--- src/rtl/sc2a_pkg.sv ---
// package: payload types, key codes and scancode lookup table for the scancode decoder
`timescale 1ns / 1ps
`default_nettype none
package sc2a_pkg;

  localparam logic OP_SCAN = 1'b0;
  localparam logic OP_READ = 1'b1;

  localparam logic [6:0] KEY_LSHIFT = 7'h2A;
  localparam logic [6:0] KEY_RSHIFT = 7'h36;
  localparam logic [6:0] KEY_CTRL   = 7'h1D;
  localparam logic [6:0] KEY_ALT    = 7'h38;
  localparam logic [6:0] KEY_PREFIX = 7'h60;
  localparam logic [6:0] KEY_LMETA  = 7'h5B;
  localparam logic [6:0] KEY_RMETA  = 7'h5C;

  localparam logic [7:0] CHAR_NONE = 8'h00;
  localparam logic [7:0] CHAR_DEL  = 8'h7F;

  typedef struct packed {
    logic       opcode;
    logic [7:0] scancode;
  } cmd_t;

  typedef struct packed {
    logic       char_valid;
    logic [7:0] char_byte;
    logic       overflow;
    logic       reset_request;
    logic       shift_held;
    logic       ctrl_held;
    logic       alt_held;
  } rsp_t;

  typedef struct packed {
    logic char_valid;
    logic overflow;
    logic reset_request;
    logic shift_held;
    logic ctrl_held;
    logic alt_held;
  } stage_t;

  // {shifted, unshifted} character for a key code
  function automatic logic [15:0] key_pair(input logic [6:0] code);
    logic [15:0] pair;
    case (code)
      7'h1E: pair = 16'h4161;
      7'h30: pair = 16'h4262;
      7'h2E: pair = 16'h4363;
      7'h20: pair = 16'h4464;
      7'h12: pair = 16'h4565;
      7'h21: pair = 16'h4666;
      7'h22: pair = 16'h4767;
      7'h23: pair = 16'h4868;
      7'h17: pair = 16'h4969;
      7'h24: pair = 16'h4A6A;
      7'h25: pair = 16'h4B6B;
      7'h26: pair = 16'h4C6C;
      7'h32: pair = 16'h4D6D;
      7'h31: pair = 16'h4E6E;
      7'h18: pair = 16'h4F6F;
      7'h19: pair = 16'h5070;
      7'h10: pair = 16'h5171;
      7'h13: pair = 16'h5272;
      7'h1F: pair = 16'h5373;
      7'h14: pair = 16'h5474;
      7'h16: pair = 16'h5575;
      7'h2F: pair = 16'h5676;
      7'h11: pair = 16'h5777;
      7'h2D: pair = 16'h5878;
      7'h15: pair = 16'h5979;
      7'h2C: pair = 16'h5A7A;
      7'h39: pair = 16'h2020;
      7'h02: pair = 16'h2131;
      7'h03: pair = 16'h2232;
      7'h04: pair = 16'h2333;
      7'h05: pair = 16'h2434;
      7'h06: pair = 16'h2535;
      7'h07: pair = 16'h2636;
      7'h08: pair = 16'h2F37;
      7'h09: pair = 16'h2838;
      7'h0A: pair = 16'h2939;
      7'h0B: pair = 16'h3D30;
      7'h0E: pair = 16'h0808;
      7'h0F: pair = 16'h0909;
      7'h1C: pair = 16'h0A0A;
      7'h01: pair = 16'h1B1B;
      7'h2B: pair = 16'h2727;
      7'h33: pair = 16'h3B2C;
      7'h34: pair = 16'h3A2E;
      7'h35: pair = 16'h5F2D;
      7'h28: pair = 16'h2727;
      7'h53: pair = 16'h7F7F;
      default: pair = 16'h0000;
    endcase
    return pair;
  endfunction

endpackage
`default_nettype wire

--- src/rtl/sc2a_ram.sv ---
// generic single-write, single-read ram with registered read data
`timescale 1ns / 1ps
`default_nettype none
module sc2a_ram #(
  parameter int WIDTH = 8,
  parameter int DEPTH = 64
) (
  input  wire logic                     clk,
  input  wire logic                     wr_en,
  input  wire logic [$clog2(DEPTH)-1:0] wr_addr,
  input  wire logic [WIDTH-1:0]         wr_data,
  input  wire logic                     rd_en,
  input  wire logic [$clog2(DEPTH)-1:0] rd_addr,
  output logic      [WIDTH-1:0]         rd_data
);

  logic [WIDTH-1:0] mem [DEPTH];

  always_ff @(posedge clk) begin
    if (wr_en) begin
      mem[wr_addr] <= wr_data;
    end
    if (rd_en) begin
      rd_data <= mem[rd_addr];
    end
  end

endmodule
`default_nettype wire

--- src/rtl/sc2a_ctrl.sv ---
// modifier flags, key lookup and character fifo control around the ram
`timescale 1ns / 1ps
`default_nettype none
module sc2a_ctrl #(
  parameter int FIFO_DEPTH = 64
) (
  input  wire logic          clk,
  input  wire logic          rst,
  input  wire logic          accept,
  input  wire sc2a_pkg::cmd_t item,
  output sc2a_pkg::rsp_t     result
);

  localparam int AW = $clog2(FIFO_DEPTH);
  localparam int CW = $clog2(FIFO_DEPTH + 1);
  localparam logic [AW-1:0] LAST = AW'(FIFO_DEPTH - 1);
  localparam logic [CW-1:0] FULL = CW'(FIFO_DEPTH);

  logic shift_flag, ctrl_flag, alt_flag;
  logic shift_next, ctrl_next, alt_next;
  logic [AW-1:0] read_pointer, write_pointer;
  logic [CW-1:0] fill_count;
  sc2a_pkg::stage_t stage;

  logic [6:0]  code;
  logic        pressed;
  logic        is_scan, is_read, is_mod;
  logic [15:0] pair;
  logic [7:0]  ch;
  logic        want_push, push, pop, ovf, rst_req;
  logic [7:0]  rd_data;

  assign code    = item.scancode[6:0];
  assign pressed = ~item.scancode[7];
  assign is_scan = accept && (item.opcode == sc2a_pkg::OP_SCAN);
  assign is_read = accept && (item.opcode == sc2a_pkg::OP_READ);
  assign pair    = sc2a_pkg::key_pair(code);
  assign ch      = shift_flag ? pair[15:8] : pair[7:0];

  always_comb begin
    shift_next = shift_flag;
    ctrl_next  = ctrl_flag;
    alt_next   = alt_flag;
    is_mod     = 1'b1;
    case (code)
      sc2a_pkg::KEY_LSHIFT, sc2a_pkg::KEY_RSHIFT: shift_next = pressed;
      sc2a_pkg::KEY_CTRL:   ctrl_next = pressed;
      sc2a_pkg::KEY_ALT:    alt_next  = pressed;
      sc2a_pkg::KEY_PREFIX, sc2a_pkg::KEY_LMETA, sc2a_pkg::KEY_RMETA: is_mod = 1'b1;
      default:              is_mod = 1'b0;
    endcase
  end

  assign rst_req   = is_scan && !is_mod && (ch == sc2a_pkg::CHAR_DEL) && ctrl_flag && alt_flag;
  assign want_push = is_scan && !is_mod && (ch != sc2a_pkg::CHAR_NONE) && pressed;
  assign push      = want_push && (fill_count != FULL);
  assign ovf       = want_push && (fill_count == FULL);
  assign pop       = is_read && (fill_count != '0);

  sc2a_ram #(
    .WIDTH(8),
    .DEPTH(FIFO_DEPTH)
  ) u_ram (
    .clk    (clk),
    .wr_en  (push),
    .wr_addr(write_pointer),
    .wr_data(ch),
    .rd_en  (pop),
    .rd_addr(read_pointer),
    .rd_data(rd_data)
  );

  always_ff @(posedge clk) begin
    if (rst) begin
      shift_flag    <= 1'b0;
      ctrl_flag     <= 1'b0;
      alt_flag      <= 1'b0;
      read_pointer  <= '0;
      write_pointer <= '0;
      fill_count    <= '0;
    end else begin
      if (is_scan) begin
        shift_flag <= shift_next;
        ctrl_flag  <= ctrl_next;
        alt_flag   <= alt_next;
      end
      if (push) begin
        write_pointer <= (write_pointer == LAST) ? '0 : write_pointer + 1'b1;
        fill_count    <= fill_count + 1'b1;
      end
      if (pop) begin
        read_pointer <= (read_pointer == LAST) ? '0 : read_pointer + 1'b1;
        fill_count   <= fill_count - 1'b1;
      end
    end
  end

  // result fields wait here while the ram read is in flight
  always_ff @(posedge clk) begin
    if (accept) begin
      stage.char_valid    <= pop;
      stage.overflow      <= ovf;
      stage.reset_request <= rst_req;
      stage.shift_held    <= is_scan ? shift_next : shift_flag;
      stage.ctrl_held     <= is_scan ? ctrl_next : ctrl_flag;
      stage.alt_held      <= is_scan ? alt_next : alt_flag;
    end
  end

  always_comb begin
    result.char_valid    = stage.char_valid;
    result.char_byte     = stage.char_valid ? rd_data : sc2a_pkg::CHAR_NONE;
    result.overflow      = stage.overflow;
    result.reset_request = stage.reset_request;
    result.shift_held    = stage.shift_held;
    result.ctrl_held     = stage.ctrl_held;
    result.alt_held      = stage.alt_held;
  end

  a_count_bound: assert property (@(posedge clk) disable iff (rst) fill_count <= FULL)
    else $error("fifo fill count above depth");
  a_push_pop_excl: assert property (@(posedge clk) disable iff (rst) !(push && pop))
    else $error("push and pop in one cycle");
  a_push_count: assert property (@(posedge clk) disable iff (rst)
    push |=> fill_count == $past(fill_count) + 1'b1)
    else $error("push did not raise fill count");

endmodule
`default_nettype wire

--- src/rtl/scancode_to_ascii_with_fifo.sv ---
// top level: set-1 scancode decoder with character fifo and output skid register
// path: a beat's result waits in the stage register during the ram read, then moves to the output register
// throughput: one beat per cycle; input stalls only when both result stages hold beats
//   and the output is stalled
// reset: clears modifier flags, fifo pointers, fill count and stage valid bits
// the character ram is not cleared; the fill count keeps reads on written entries
`timescale 1ns / 1ps
`default_nettype none
module scancode_to_ascii_with_fifo #(
  parameter int FIFO_DEPTH = 64
) (
  input  wire logic           clk,
  input  wire logic           rst,
  input  wire logic           cmd_valid,
  output logic                cmd_stall,
  input  wire sc2a_pkg::cmd_t cmd,
  output logic                rsp_valid,
  input  wire logic           rsp_stall,
  output sc2a_pkg::rsp_t      rsp
);

  logic           s1_valid;
  logic           accept, advance;
  sc2a_pkg::rsp_t result;

  assign advance   = s1_valid && (!rsp_valid || !rsp_stall);
  assign cmd_stall = s1_valid && rsp_valid && rsp_stall;
  assign accept    = cmd_valid && !cmd_stall;

  sc2a_ctrl #(
    .FIFO_DEPTH(FIFO_DEPTH)
  ) u_ctrl (
    .clk   (clk),
    .rst   (rst),
    .accept(accept),
    .item  (cmd),
    .result(result)
  );

  always_ff @(posedge clk) begin
    if (rst) begin
      s1_valid  <= 1'b0;
      rsp_valid <= 1'b0;
    end else begin
      if (accept) begin
        s1_valid <= 1'b1;
      end else if (advance) begin
        s1_valid <= 1'b0;
      end
      if (advance) begin
        rsp_valid <= 1'b1;
      end else if (!rsp_stall) begin
        rsp_valid <= 1'b0;
      end
    end
  end

  always_ff @(posedge clk) begin
    if (advance) begin
      rsp <= result;
    end
  end

  a_advance_out: assert property (@(posedge clk) disable iff (rst) advance |=> rsp_valid)
    else $error("beat lost between stages");
  a_read_no_ovf: assert property (@(posedge clk) disable iff (rst)
    rsp_valid && rsp.char_valid |-> !rsp.overflow && !rsp.reset_request)
    else $error("read beat carries scancode status");
  a_empty_byte: assert property (@(posedge clk) disable iff (rst)
    rsp_valid && !rsp.char_valid |-> rsp.char_byte == sc2a_pkg::CHAR_NONE)
    else $error("byte without character");

endmodule
`default_nettype wire

--- config.mk ---
export PLATFORM = sky130hd
export DESIGN_NAME = scancode_to_ascii_with_fifo
export DESIGN_NICKNAME = d
export VERILOG_FILES = /design/src/rtl/sc2a_pkg.sv /design/src/rtl/sc2a_ram.sv /design/src/rtl/sc2a_ctrl.sv /design/src/rtl/scancode_to_ascii_with_fifo.sv
export SDC_FILE = /design/constraint.sdc
export NUM_CORES = 1
export LEC_CHECK = 0
export BUFFER_PORTS_ARGS = -buffer_cell sky130_fd_sc_hd__buf_2
export CAP_MARGIN = 10
export CORE_MARGIN = 10
export CORE_UTILIZATION = 27
export DETAILED_ROUTE_END_ITERATION = 16
export PLACE_DENSITY_LB_ADDON = 0.15
export SLEW_MARGIN = 20
export SYNTH_ARGS = -nofsm -noshare
export SYNTH_HDL_FRONTEND = slang
export SYNTH_SLANG_ARGS = --single-unit
--- constraint.sdc ---
create_clock -name clk -period 7.45 [get_ports clk]
set_input_delay 0.745 -clock clk [delete_from_list [all_inputs] [get_ports clk]]
set_output_delay 0.745 -clock clk [all_outputs]
set_load 0.02 [all_outputs]
==> Word-level counts from Yosys, hierarchy flattened <==
Memory sizes are Yosys's and may differ from the RTL's. A register that Yosys moved wholly into a read port is not among the register bits.
Cells that the tools add are included.
Widths: inputs -> output; s select.
{ "word_totals": {"register_bits": 44, "mem_bits_rw": 512, "mem_bits_ro": 1792, "output_inout_bits": 16, "word_cells": 86, "memories": 2} }
{ "op_classes": {"add_sub_neg": 4, "n_eq_ne": 13, "muxes": 18, "bitwise": 2, "reduce_logical": 26} }
{ "memory_table": {"columns": ["name", "words", "word_bits", "rd", "rd_ports_with_merged_regs", "wr", "line", "text"], "rows": [
  ["(name not given)", 128, 14, 1, 0, 0, "sc2a_pkg.sv:47", "case (code)"],
  ["u_ctrl.u_ram.mem", 64, 8, 1, 1, 1, "sc2a_ram.sv:17", "logic [WIDTH-1:0] mem [DEPTH];"]
]} }
{ "ops": {"columns": ["cell", "n"], "rows": [
  ["$eq 7x7->1 const B", 4],
  ["$eq 7x6->1 const B", 3],
  ["$logic_and 1x1->1", 15],
  ["$mux 7", 2],
  ["$mux 1", 13],
  ["$add 6x1->6 const B", 2],
  ["$eq 6x6->1 const B", 2],
  ["$mux 6", 2],
  ["$eq 8x7->1 const B", 1],
  ["$mux 8", 1],
  ["$reduce_bool 8->1", 1],
  ["$add 7x1->7 const B", 1],
  ["$eq 7x5->1 const B", 1],
  ["$ne 7x7->1 const B", 1],
  ["$reduce_bool 7->1", 1],
  ["$reduce_or 7->1", 1],
  ["$sub 7x1->7 const B", 1],
  ["$logic_not 1->1", 4],
  ["$reduce_bool 2->1", 2],
  ["$ne 2x1->1 const B", 1],
  ["$not 1->1", 2],
  ["$reduce_or 2->1", 1],
  ["$logic_or 1x1->1", 1]
]} }

==> Depth between registers and ports, before layout <==
Gate-level depths: netlist of the first run.
{ "depth": {"ltp_word": 11, "ltp_mapped": 14, "depth_no_buf": 14} }

==> Cells and area by module <==
A second synthesis of the first run with hierarchy kept.
{ "hier_totals": {"cells_unflattened": 1290, "hier_area_um2": 23428.7} }
{ "modules_own_cells": {"columns": ["mod", "n_inst", "cells_each", "area_per_inst_um2"], "rows": [
  ["sc2a_ram", 1, 940, 20246.9],
  ["sc2a_ctrl", 1, 326, 2675.1],
  ["scancode_to_ascii_with_fifo", 1, 24, 506.7]
]} }

==> Least setup slack after synthesis of the first run <==
No wires, ideal clock.
{ "synth_timing": {"path_type": "input to register", "startpoint": "input port cmd[0] (netlist bit)", "endpoint": "memory u_ctrl.u_ram.mem[61][0], enable pin", "setup_time_ps": 360, "arrival_time_ps": 7367, "required_ps": 7090, "path_slack_ps": -278, "cell_stages": 10, "n_path_buf": 3, "cell_sequence": "ha_1 buf_2 and3b_1 o311ai_0 nor3_1 a31o_1 buf_6 or4_4 buf_6 nor2_1"} }
{ "synth_via": {"elab_cells_between_ends": 19} }
{ "synth_rtl": {"columns": ["element", "line", "text"], "rows": [
  ["start, declared", "scancode_to_ascii_with_fifo.sv:16", "input wire sc2a_pkg::cmd_t cmd,"],
  ["$mem_v2 128x14", null, null],
  ["$mux 8", "sc2a_ctrl.sv:38", "assign ch = shift_flag ? pair[15:8] : pair[7:0];"],
  ["via u_ctrl.ch[6]", "sc2a_ctrl.sv:29", "logic [7:0] ch;"],
  ["$reduce_bool 8->1", "sc2a_ctrl.sv:55", "assign want_push = is_scan && !is_mod && (ch != sc2a_pkg::CHAR_NONE) && pressed;"],
  ["$logic_and 1x1->1 (2 in a row)", "sc2a_ctrl.sv:55", null],
  ["$logic_and 1x1->1", "sc2a_ctrl.sv:56", "assign push = want_push && (fill_count != FULL);"],
  ["$mux 1", "sc2a_ram.sv:20", "if (wr_en) begin"],
  ["$mux 1 (implied by the code)", "sc2a_ram.sv:21", "mem[wr_addr] <= wr_data;"],
  ["end, declared", "sc2a_ram.sv:17", null]
]} }
The timed path passes the listed nets, and every way through them passes these cells.

==> Final worst setup path of the first run <==
{ "layout_timing": {"startpoint": "input port cmd[2] (netlist bit)", "endpoint": "memory u_ctrl.u_ram.mem[27][4], enable pin"} }
{ "layout_via": {"elab_chain_len": 10, "elab_cells_between_ends": 19} }
{ "layout_rtl": {"columns": ["element", "line"], "rows": [
  ["parallel branches: the longest is 5 deep, another holds $mem_v2 128x14", null],
  ["$logic_and 1x1->1 * (2 in a row)", "sc2a_ctrl.sv:55"],
  ["$logic_and 1x1->1 *", "sc2a_ctrl.sv:56"],
  ["$mux 1 *", "sc2a_ram.sv:20"],
  ["$mux 1 (implied by the code) *", "sc2a_ram.sv:21"]
]} }
Every way passes the cells marked *.

==> impl_metrics.tcl, run 1 <==
set metrics [dict create \
    status "finished, final reports clean" \
    rows 101 \
    synth-compound-area-share 0.03392 \
    cts_inserted_buffers 55 \
    num_io_pins 29 \
    p_per_area_nw_per_um2 260.5 \
    synthTopCellsByArea "edfxtp_1 (69%), mux4_2 (16%), dfxtp_1 (2.3%), nor2_1 (1.6%), ha_1 (1.1%)" \
    yosysTopAreaCellShare 0.6853 \
    ant_nets 0 \
    drive_above_1_share 0.2613 \
    synth-edff-count 474 \
    report.final.slew_viol_count 0 \
    grt_pass1_vias 10900 \
    grt_start_max_net_pins 101 \
    die_x_um 297.4 \
    drt_iter0_drc 935 \
    async_reset_ff_frac 0 \
    mappedNetlistArea_um2 20770 \
    synth_top_area_cell "edfxtp_1" \
    cts-hold-fix-buffers 0 \
    place_area_um2 22050 \
    clk_latency_ns 0.61 \
    fin_ws_ns 2.488 \
    insertedDiodeCount 0 \
    synthXorXnorAreaFrac 0.003795 \
    post-place-ws_ns 2.011 \
    fin_nets 1165 \
    grt_use_total 0.1210 \
    syn2layout_area_growth_pct 14.40 \
    initial_core_util 0.2730 \
    grt_setup_unrepaired "false" \
    finalWirelength_mm 54.22 \
    die_h_um 297.4 \
    synth_ff_type "edfxtp_1" \
    grt_pass1_wl_mm 79.59 \
    synthCells 1096 \
    design.die.area_um2 88420 \
    finalSetupTns_ns 0 \
    cts.path.max_buffers 3 \
    start_kind "input pin" \
    dp_hpwl_mm 32.92 \
    synth.distinct_cells 71 \
    final_util 0.3123 \
    viasPerCell 4.718 \
    cp.arrival_ns 5.19 \
    max-slew-margin-rel 0.2809 \
    vias 10400 \
    drc 0 \
    drt-wirelength-per-cell_um 24.59 \
    grt_overflow 0 \
    postCtsSetupRepairBufs 0 \
    vdd_ir_drop_max_uv 161.4 \
    gp_congestion 0.8159 \
    finalSetupViolCount 0 \
    dr.pass1.iters 5 \
    synthMuxAreaShare 0.1665 \
    yosys_warnings 0 \
    design_area_um2 23760 \
    io_buffers 27 \
    synth_top_family_by_area "multiplexers" \
    cp-end-kind "flop" \
    syn_avg_cell_area_um2 18.95 \
    max_cap_viol_count 0 \
    ys_seq_elements 498 \
    layout_commonest_cell "edfxtp_1" \
    hold_violations 0 \
    fin_crit_sh 0.6661 \
    finalCriticalPeriod_ns 4.962 \
    cts_tree "built" \
    final_cell_mix "edfxtp_1 (474), mux4_2 (147), nor2_1 (88), clkbuf_16 (57), nand2_1 (31)" \
    worst_ep_required_time_ns 7.67 \
    synthAdderAreaFrac 0.01241 \
    cts_resized 0 \
    ys_seq_area_frac 0.7084 \
    power_leakage_nw 7.242 \
    max_freq_mhz 201.5 \
    yosys.area_share.simple 0.05663 \
    crit_fanout 43 \
    core_um2 76080 \
    worst-setup-path-type "in -> reg" \
    hp-class "reg -> reg" \
    synth_nets 1129 \
    worst_pin_slew_ns 1.076 \
    clk_pin_slew_ns 0.06 \
    total_power_mw 6.189 \
    cts_sinks 498 \
    htreeDepth 2 \
    antenna_found_initial 0 \
    cts_root_buf "clkbuf_16" \
    fin_skew_ns 0.02482 \
]
## sequential cells by signal (all words and copies together) (netlist names)
register and cells:
s1_valid 1, u_ctrl.u_ram.rd_data 7, u_ctrl.fill_count 7, u_ctrl.read_pointer 6
u_ctrl.result 6, u_ctrl.write_pointer 6, rsp 13, u_ctrl.ctrl_flag 1
u_ctrl.alt_flag 1, u_ctrl.shift_flag 1, u_ctrl.u_ram.mem 448, rsp_valid 1
## per-layer routing
layer  wire length [um]  global-route usage  vias up
li1                   -                   -     4546
met1              24600              0.1664     5517
met2              25690              0.1922      260
met3               2473             0.02211       80
met4               1461             0.03659        0
met5                  0                   0        -
## path summary, 6_finish.rpt
check,slack (ns),startpoint,cells past startpoint,endpoint
min,0.42,u_ctrl.result[2],0,rsp[2]
min reg2reg,0.42,u_ctrl.result[2],0,rsp[2]
max,2.49,cmd[2],12,u_ctrl.u_ram.mem[27][4]
max reg2reg,2.90,u_ctrl.shift_flag,9,u_ctrl.u_ram.mem[27][4]
## Yosys cell counts, types with 6 or more instances
library cell    n
a21oi_1        19
nand2_1        31
nor2b_1        12
buf_2          10
o21ai_0        18
inv_1          16
nand2b_1        6
mux2_2          6
a211oi_1        8
nor3_1          9
dfxtp_1        24
and3_1          6
nor2_1         88
edfxtp_1      474
clkbuf_1       29
and2_1         12
buf_6           7
ha_1           19
buf_1          16
or2_2           9
nand3_1        15
mux4_2        147
nand3b_1        6
a31oi_1         6
mux2i_1         8
## worst max-delay path, cell delays in order
cell and delay (ns):
buf_2 0.59, inv_2 0.19, ha_1 0.35, mux2_2 0.27
a211oi_1 0.26, nor4_1 0.08, a311oi_1 0.32, nor3_1 0.13
a31oi_1 0.23, buf_4 0.23, nand4_1 0.83, nor2_1 0.93
## metrics by stage
step                      hold WS (ns)  std cells
after CTS                       0.4051       2205
after detailed placement        0.4063       2105
after global placement          0.4053       2105
final                           0.4172       2205
after floorplan                 0.4003       1096
after global routing            0.4261       2205
## where the power goes
part	internal, mW	leakage, nW	total, mW	switching [mW]
Clock	1.49	0.836	2.59	1.10
Combinational	0.184	1.83	0.469	0.285
Sequential	3.11	4.57	3.13	0.0204
Total	4.78	7.24	6.19	1.41
## logic make-up (layout without fill, tap and decap cells)
family,after synthesis,count (layout)
compound gates,97,97
xor+xnor,9,9
fa+ha+maj,20,20
buf+inv,81,160
flops,498,498
mux,161,161
other cells,1,1
simple gates,229,229
## layout make-up
cell class,count,area (um2)
Inverter,17,63.81
Clock inverter,28,205.2
Tap cell,1030,1289
Clock buffer,72,1503
Multi-Input combinational cell,517,5709
Sequential cell,498,14720
Timing Repair Buffer,43,267.8
Fill cell,7419,52320
No activity file was read; power rests on OpenSTA's default activity.
==> inputs of run 2 (changes only) <==
- clock period: 7.45 -> 4.3 ns (I/O delays scaled with it)
==> impl_metrics.tcl, run 2 (synthesized netlist as in run 1, its figures left out) <==
set metrics [dict create \
    fin_crit_sh 0.8067 \
    drive_above_1_share 0.3173 \
    gp_congestion 0.8028 \
    power_leakage_nw 7.795 \
    vias 10720 \
    core_um2 76080 \
    cts_inserted_buffers 55 \
    syn2layout_area_growth_pct 18.46 \
    grt_setup_unrepaired "false" \
    worst-setup-path-type "reg -> reg" \
    wl_met3_mm 2.236 \
    dr.pass1.iters 5 \
    fin_skew_ns 0.01561 \
    finalSetupTns_ns 0 \
    grt_pass1_wl_mm 80.15 \
    top_regs "u_ctrl.u_ram.mem (448), rsp (13)" \
    final_cell_mix "edfxtp_1 (474), mux4_2 (147), buf_4 (101), nor2_1 (88), clkbuf_16 (56)" \
    postCtsSetupRepairBufs 0 \
    grt_start_max_net_pins 66 \
    drc 0 \
    die_h_um 297.4 \
    finalWirelength_mm 53.80 \
    htreeDepth 2 \
    viasPerCell 4.660 \
    grt_use_total 0.1211 \
    total_power_mw 10.91 \
    hold_violations 0 \
    start_kind "flop" \
    finalCriticalPeriod_ns 3.469 \
    num_io_pins 29 \
    largest_register_ffs 448 \
    cts-hold-fix-buffers 0 \
    max_cap_viol_count 0 \
    hp-class "in -> reg" \
    vdd_ir_drop_max_uv 342.7 \
    rows 101 \
    max-slew-margin-rel 0.3659 \
    clk_pin_slew_ns 0.06 \
    wl_met1_mm 24.69 \
    clk_latency_ns 0.60 \
    dp_hpwl_mm 34.15 \
    max_flop_register "u_ctrl.u_ram.mem" \
    finalSetupViolCount 0 \
    cts_root_buf "clkbuf_16" \
    cts.path.max_buffers 3 \
    design.die.area_um2 88420 \
    drt-wirelength-per-cell_um 23.39 \
    grt_overflow 0 \
    report.final.slew_viol_count 0 \
    insertedDiodeCount 0 \
    initial_core_util 0.2730 \
    worst_pin_slew_ns 0.9499 \
    grt_pass1_vias 11270 \
    fin_nets 1257 \
    max_freq_mhz 288.3 \
    layout_commonest_cell "edfxtp_1" \
    status "finished, final reports clean" \
    top_layer_used "met5" \
    io_buffers 27 \
    p_per_area_nw_per_um2 443.5 \
    cts_tree "built" \
    die_x_um 297.4 \
    cp-end-kind "flop" \
    ant_nets 0 \
    worst_ep_required_time_ns 4.55 \
    cp.arrival_ns 3.72 \
    crit_fanout 12 \
    cts_sinks 498 \
    route.met2.wl_mm 25.92 \
    drt_iter0_drc 909 \
    cts_resized 0 \
    antenna_found_initial 1 \
]
## run 2: cell types whose count changed in the layout (fill, tap and decap cells not counted)
| cell | delta |
|---|---|
| clkbuf_8 | -2 |
| buf_4 | +86 |
| clkbuf_16 | -1 |
| clkinv_8 | +1 |
| inv_16 | -1 |
| clkinvlp_4 | -3 |
| clkinv_2 | +4 |
| bufinv_16 | +4 |
| clkinv_1 | +7 |
| inv_6 | +1 |
| buf_12 | +6 |
| inv_8 | +1 |
| clkbuf_1 | -8 |
## run 2: metal layers
| metal | up-vias | track usage |
|---|---|---|
| met5 | - | 0 |
| met4 | 2 | 0.02747 |
| met3 | 64 | 0.02073 |
| met2 | 236 | 0.1965 |
| met1 | 5680 | 0.1674 |
| li1 | 4737 | - |
## run 2: path summary, 6_finish.rpt
kind / slack, ns / cells past startpoint / end / start
max: 0.83 / 8 / u_ctrl.u_ram.mem[5][3] / u_ctrl.shift_flag
min: 0.12 / 3 / s1_valid / cmd_valid
max reg2reg: 0.83 / 8 / u_ctrl.u_ram.mem[5][3] / u_ctrl.shift_flag
min reg2reg: 0.42 / 0 / rsp[0] / u_ctrl.result[0]
## run 2: power breakdown
part | internal [mW] | leakage (nW) | switching [mW]
logic | 0.345 | 2.33 | 0.505
registers | 5.39 | 4.57 | 0.0210
clock network | 2.73 | 0.890 | 1.92
## run 2: per-stage QoR
step / hold WS, ns / instances / worst slack [ns] / cell area, um2 / util
2_1_floorplan: 0.4003 / 1096 / 0.2892 / 20790 / -
3_3_place_gp: 0.4085 / 2197 / 0.3847 / 22820 / 0.2999
3_5_place_dp: 0.4045 / 2197 / 0.3264 / 22820 / 0.2999
4_1_cts: 0.08927 / 2300 / 0.8690 / 24600 / 0.3234
5_1_grt: 0.1145 / 2300 / 0.6327 / 24600 / 0.3234
6_report: 0.1208 / 2300 / 0.8311 / 24600 / 0.3234
## run 2: layout make-up
class	count	area, um2
repair buffers	135	1033
flip-flops and latches	498	14720
clock buffers	61	1420
fillers	7372	51470
multi-input cells	517	5709
well taps	1030	1289
inverters	17	63.81
clock inverters	42	365.4
## run 2: critical path: stages, from the launching register on
cell and delay [ns]:
dfxtp_1 0.61, inv_1 0.25, o2111a_1 0.20, o32a_1 0.29, a211oi_1 0.33, nor3_1 0.14
a31o_1 0.25, or4_4 0.65, nor2_2 0.40
